## src/hdl/rme_pkg.sv

```systemverilog
// Package: constants, types and tables for the rotation matrix engine.
package rme_pkg;

   localparam int CORDIC_STEPS_DEF = 16;
   localparam int FRAC_BITS_DEF    = 16;
   localparam int CORDIC_MAX_STEPS = 24;
   localparam int TURN_UNITS       = 92160;
   localparam int CW               = 34;
   localparam int ZW               = 33;

   // turn = r * 46603 + floor((17 * r + 22) / 45), the divide by a reciprocal
   localparam int SCALE_MUL   = 46603;
   localparam int SCALE_FIX   = 17;
   localparam int SCALE_BIAS  = 22;
   localparam int RECIP45     = 1491309;
   localparam int RECIP_SHIFT = 26;

   localparam logic [1:0] CMD_IDENT     = 2'd0;
   localparam logic [1:0] CMD_ROTATE    = 2'd1;
   localparam logic [1:0] CMD_TRANSFORM = 2'd2;

   localparam logic [CW-1:0] CORDIC_GAIN30 = CW'(652032874);

   typedef enum logic [3:0] {
      ST_IDLE,
      ST_REDUCE,
      ST_SCALE,
      ST_FOLD,
      ST_CORDIC,
      ST_ROUND,
      ST_BUILD,
      ST_MAC,
      ST_STORE,
      ST_OUT
   } state_type;

   typedef struct packed {
      logic       clear;
      logic       start;
      logic [1:0] kind;
   } mac_ctrl_type;

   function automatic logic [31:0] atan_turn(input logic [4:0] i);
      logic [31:0] t;
      case (i)
         5'd0:    t = 32'd536870912;
         5'd1:    t = 32'd316933406;
         5'd2:    t = 32'd167458907;
         5'd3:    t = 32'd85004756;
         5'd4:    t = 32'd42667331;
         5'd5:    t = 32'd21354465;
         5'd6:    t = 32'd10679838;
         5'd7:    t = 32'd5340245;
         5'd8:    t = 32'd2670163;
         5'd9:    t = 32'd1335087;
         5'd10:   t = 32'd667544;
         5'd11:   t = 32'd333772;
         5'd12:   t = 32'd166886;
         5'd13:   t = 32'd83443;
         5'd14:   t = 32'd41722;
         5'd15:   t = 32'd20861;
         5'd16:   t = 32'd10430;
         5'd17:   t = 32'd5215;
         5'd18:   t = 32'd2608;
         5'd19:   t = 32'd1304;
         5'd20:   t = 32'd652;
         5'd21:   t = 32'd326;
         5'd22:   t = 32'd163;
         5'd23:   t = 32'd81;
         default: t = 32'd0;
      endcase
      return t;
   endfunction

endpackage

```

## src/hdl/rme_mac.sv

```systemverilog
// Shared multiply-accumulate unit: one product per cycle into a wide accumulator.
module rme_mac
   import rme_pkg::*;
(
   input  logic               clock,
   input  logic               reset,
   input  mac_ctrl_type       ctrl,
   input  logic signed [33:0] a,
   input  logic signed [33:0] b,
   output logic signed [69:0] acc
);

   logic signed [67:0] prod_ff, prod_in;
   logic               pv_ff, pv_in;
   logic signed [69:0] acc_ff, acc_in;

   always_comb begin
      prod_in = a * b;
      pv_in   = ctrl.start;
      acc_in  = acc_ff;
      if (ctrl.clear) acc_in = '0;
      else if (pv_ff) acc_in = acc_ff + 70'(prod_ff);
   end

   always_ff @(posedge clock) begin
      if (reset) pv_ff <= 1'b0;
      else pv_ff <= pv_in;
      prod_ff <= prod_in;
      acc_ff <= acc_in;
   end

   assign acc = acc_ff;

endmodule

```

## config.mk

```make
export PLATFORM = sky130hd
export DESIGN_NAME = rme_mac
export DESIGN_NICKNAME = d
export VERILOG_FILES = /design/src/hdl/rme_pkg.sv /design/src/hdl/rme_mac.sv
export SDC_FILE = /design/constraint.sdc
export NUM_CORES = 2
export LEC_CHECK = 0
export BUFFER_PORTS_ARGS = -buffer_cell sky130_fd_sc_hd__buf_2
export CORE_ASPECT_RATIO = 1.5
export CORE_MARGIN = 3
export CORE_UTILIZATION = 25
export CTS_BUF_LIST = sky130_fd_sc_hd__clkbuf_2
export DETAILED_ROUTE_END_ITERATION = 10
export GPL_ROUTABILITY_DRIVEN = 0
export PLACE_DENSITY = 0.45
export SKIP_LAST_GASP = 1
export SLEW_MARGIN = 20
export SYNTH_ARGS = -nofsm -noshare
export SYNTH_HDL_FRONTEND = slang
export SYNTH_SLANG_ARGS = --single-unit
```

## constraint.sdc

```tcl
create_clock -name clock -period 24.4 [get_ports clock]
set_input_delay 4.88 -clock clock [delete_from_list [all_inputs] [get_ports clock]]
set_output_delay 4.88 -clock clock [all_outputs]
set_load 0.01 [all_outputs]
```

==> metrics.cfg <==
[critical_path]
r2r_slack_ps=20390
r2r-end=acc[62]
crit_path_max_incr_delay_ps=640
critical-path-top-delay-family=adder cells
endpoint_kind=register
cp_max_fo=34
critPathLaunchType=primary input
cpMaxStageDelayCell=buf_2
cp.arrival_ps=13470
r2r_start=acc[0]
crit_buf_inv=6
critPathRequiredTime_ps=25140
critPathKind=primary input to register
reg2regPathDepth=13
cpMostUsedCell=fa_1

[finish]
n_fill_cell=21294
area_growth_pct=6.64
nets=6883
multi_input_comb_area_mm2=0.0410
final_design_area_no_fill_mm2=0.0528
drive_gt1_share_pct=4.45
regArea_mm2=0.00279

[logic_synthesis]
synth_top_area_share_pct=50.2
syn-cell-area_mm2=0.0495
synth_top_family_by_area=adder cells
synth_fa_ha_area_share_pct=57.1
ys_warn_count=0
synth_area_leaders=fa_1, inv_1, and2_1
synth_largest_area_cell=fa_1
synth_area_per_cell_um2=9.19
ys_types=95
synth.most_common_cell=fa_1
synthMuxAreaShare_pct=1.03
ys_ff_latch=139
synthSimpleGateAreaFrac_pct=15.8
synth_xor_xnor_area_share_pct=2.33
synth_edf_count=0
synth_fp_nets=6977
postSynthCellCount=5388
ys.flop_type=dfxtp_1
async_flop_share_pct=0
seq_area_frac_synth_pct=5.62
netlist_top_cells_count=fa_1, inv_1, nand2_1
synth_compound_area_share_pct=6.63

[job]
drv_cap=0

[timing]
setup-tns-final_ps=0
setup_slack_ps=11680
fmax_mhz=78.6
skew_ps=38.4
rsz0062_at_grt=false
tightest_slew_ps=1050
finalCriticalPeriod_ps=12720
slew_violations=0
slew_headroom_pct=30.2
finalSetupViolCount=0
finalCritPeriodShare_pct=52.1
whs_ps=511
finalHoldViolations=0

[drt]
firstDrtPassIters=5
detail-route-antenna-nets=0
wl_um=151000
vias=35674
route.detailed.drc=0
dr.first_iter.drc_count=1643
viasPerCell=4.50
avgRoutedWirePerCell_um=19.0

[grt]
grt_pass1_wl_um=236000
grt-ovfl-total=0
track_usage_pct=15.1
antenna_found_initial=17
grt_max_degree=57
grt_pass1_vias=40037

[cts]
post_cts_resized=0
cts_setup_buffers=0
cts_tree=yes
htreeDepth=4
clock_latency_ps=810
cts_sinks=139
cts_buffers=17
cts_max_path_buffers=2
cts_root_buf=clkbuf_2
ctsHoldBuffers=0
clkTransAtPathRegs_ps=250

[placement]
io_buffers=141
hpwl_um=121000
placed_area_mm2=0.0526
post-place-ws_ps=10810

[run_status]
status=complete, no violations

[floorplanning]
io_pins=144
rows=199
die_h_um=551
dieArea_mm2=0.204
start_util_pct=25.2
die_w_um=369
coreArea_mm2=0.196

[min_path]
holdPathStages=2
hold_end=acc[64]
hold_class=register to register
holdCritStartpoint=acc[64]

how the worst max path moves through the flow:
stage               start          end  slack, ps  depth (start not counted)
global route         b[1]  prod_ff[60]      11390                         26
floorplan           a[33]  prod_ff[60]      12220                         26
CTS                  b[4]  prod_ff[63]      11790                         28
global placement    a[16]  prod_ff[63]      10800                         28
finish               b[1]  prod_ff[60]      11680                         26
detailed placement   b[4]  prod_ff[63]      10810                         28
cell families after synthesis:
| kind of cell | count (synthesis) |
|---|---|
| AO/OA/AOI/OAI | 487 |
| XOR/XNOR | 132 |
| adder cells (fa/ha/maj) | 1515 |
| buffers and inverters | 1494 |
| flip-flops | 139 |
| multiplexers | 51 |
| AND/OR/NAND/NOR | 1570 |
worst min-delay path, cell delays in order (launching register included):
cell and delay, ps:
dfxtp_1 370, inv_1 50, o32ai_1 70
cell usage in the layout, fill, tap and decap left out, types with 30 or more instances in the layout:
cell,instances
inv_1,1213
buf_2,141
mux2i_1,50
a21oi_1,142
dfxtp_1,138
nand2b_1,30
nand2_1,661
a21o_1,76
nor2_1,140
xor2_1,47
nand3_1,35
nand4_1,30
ha_1,273
xnor2_1,85
o21ai_0,73
and2_1,579
fa_1,1241
registers in the layout, indices dropped and copies added (netlist names):
name / count
acc: 70
prod_ff: 68
pv_ff: 1
layout make-up:
cell class,count,share of cell area [%]
flip-flops and latches,139,5.27
diodes,6,0.0284
multi-input cells,3755,77.7
well taps,2613,6.19
clock buffers,18,0.171
repair buffers,166,1.69
inverters,1215,8.63
clock inverters,14,0.306
routing by layer:
| layer | global-route usage [%] | part of all wire (%) | up-vias |
|---|---|---|---|
| met4 | 4.08 | 3.2 | 10 |
| met5 | 0 | 0.041 | - |
| li1 | - | - | 15740 |
| met1 | 16.1 | 36 | 19138 |
| met3 | 1.58 | 2.9 | 200 |
| met2 | 30.7 | 58 | 586 |
stage by stage:
step	utilization (%)	instances
2_1_floorplan	-	5388
3_3_place_gp	26.8	7888
3_5_place_dp	26.8	7888
6_report	26.9	7926
5_1_grt	26.9	7922
4_1_cts	26.9	7920
Power is not shown: default switching activity piles up to over one toggle a cycle in this logic, so the estimate is an artifact.
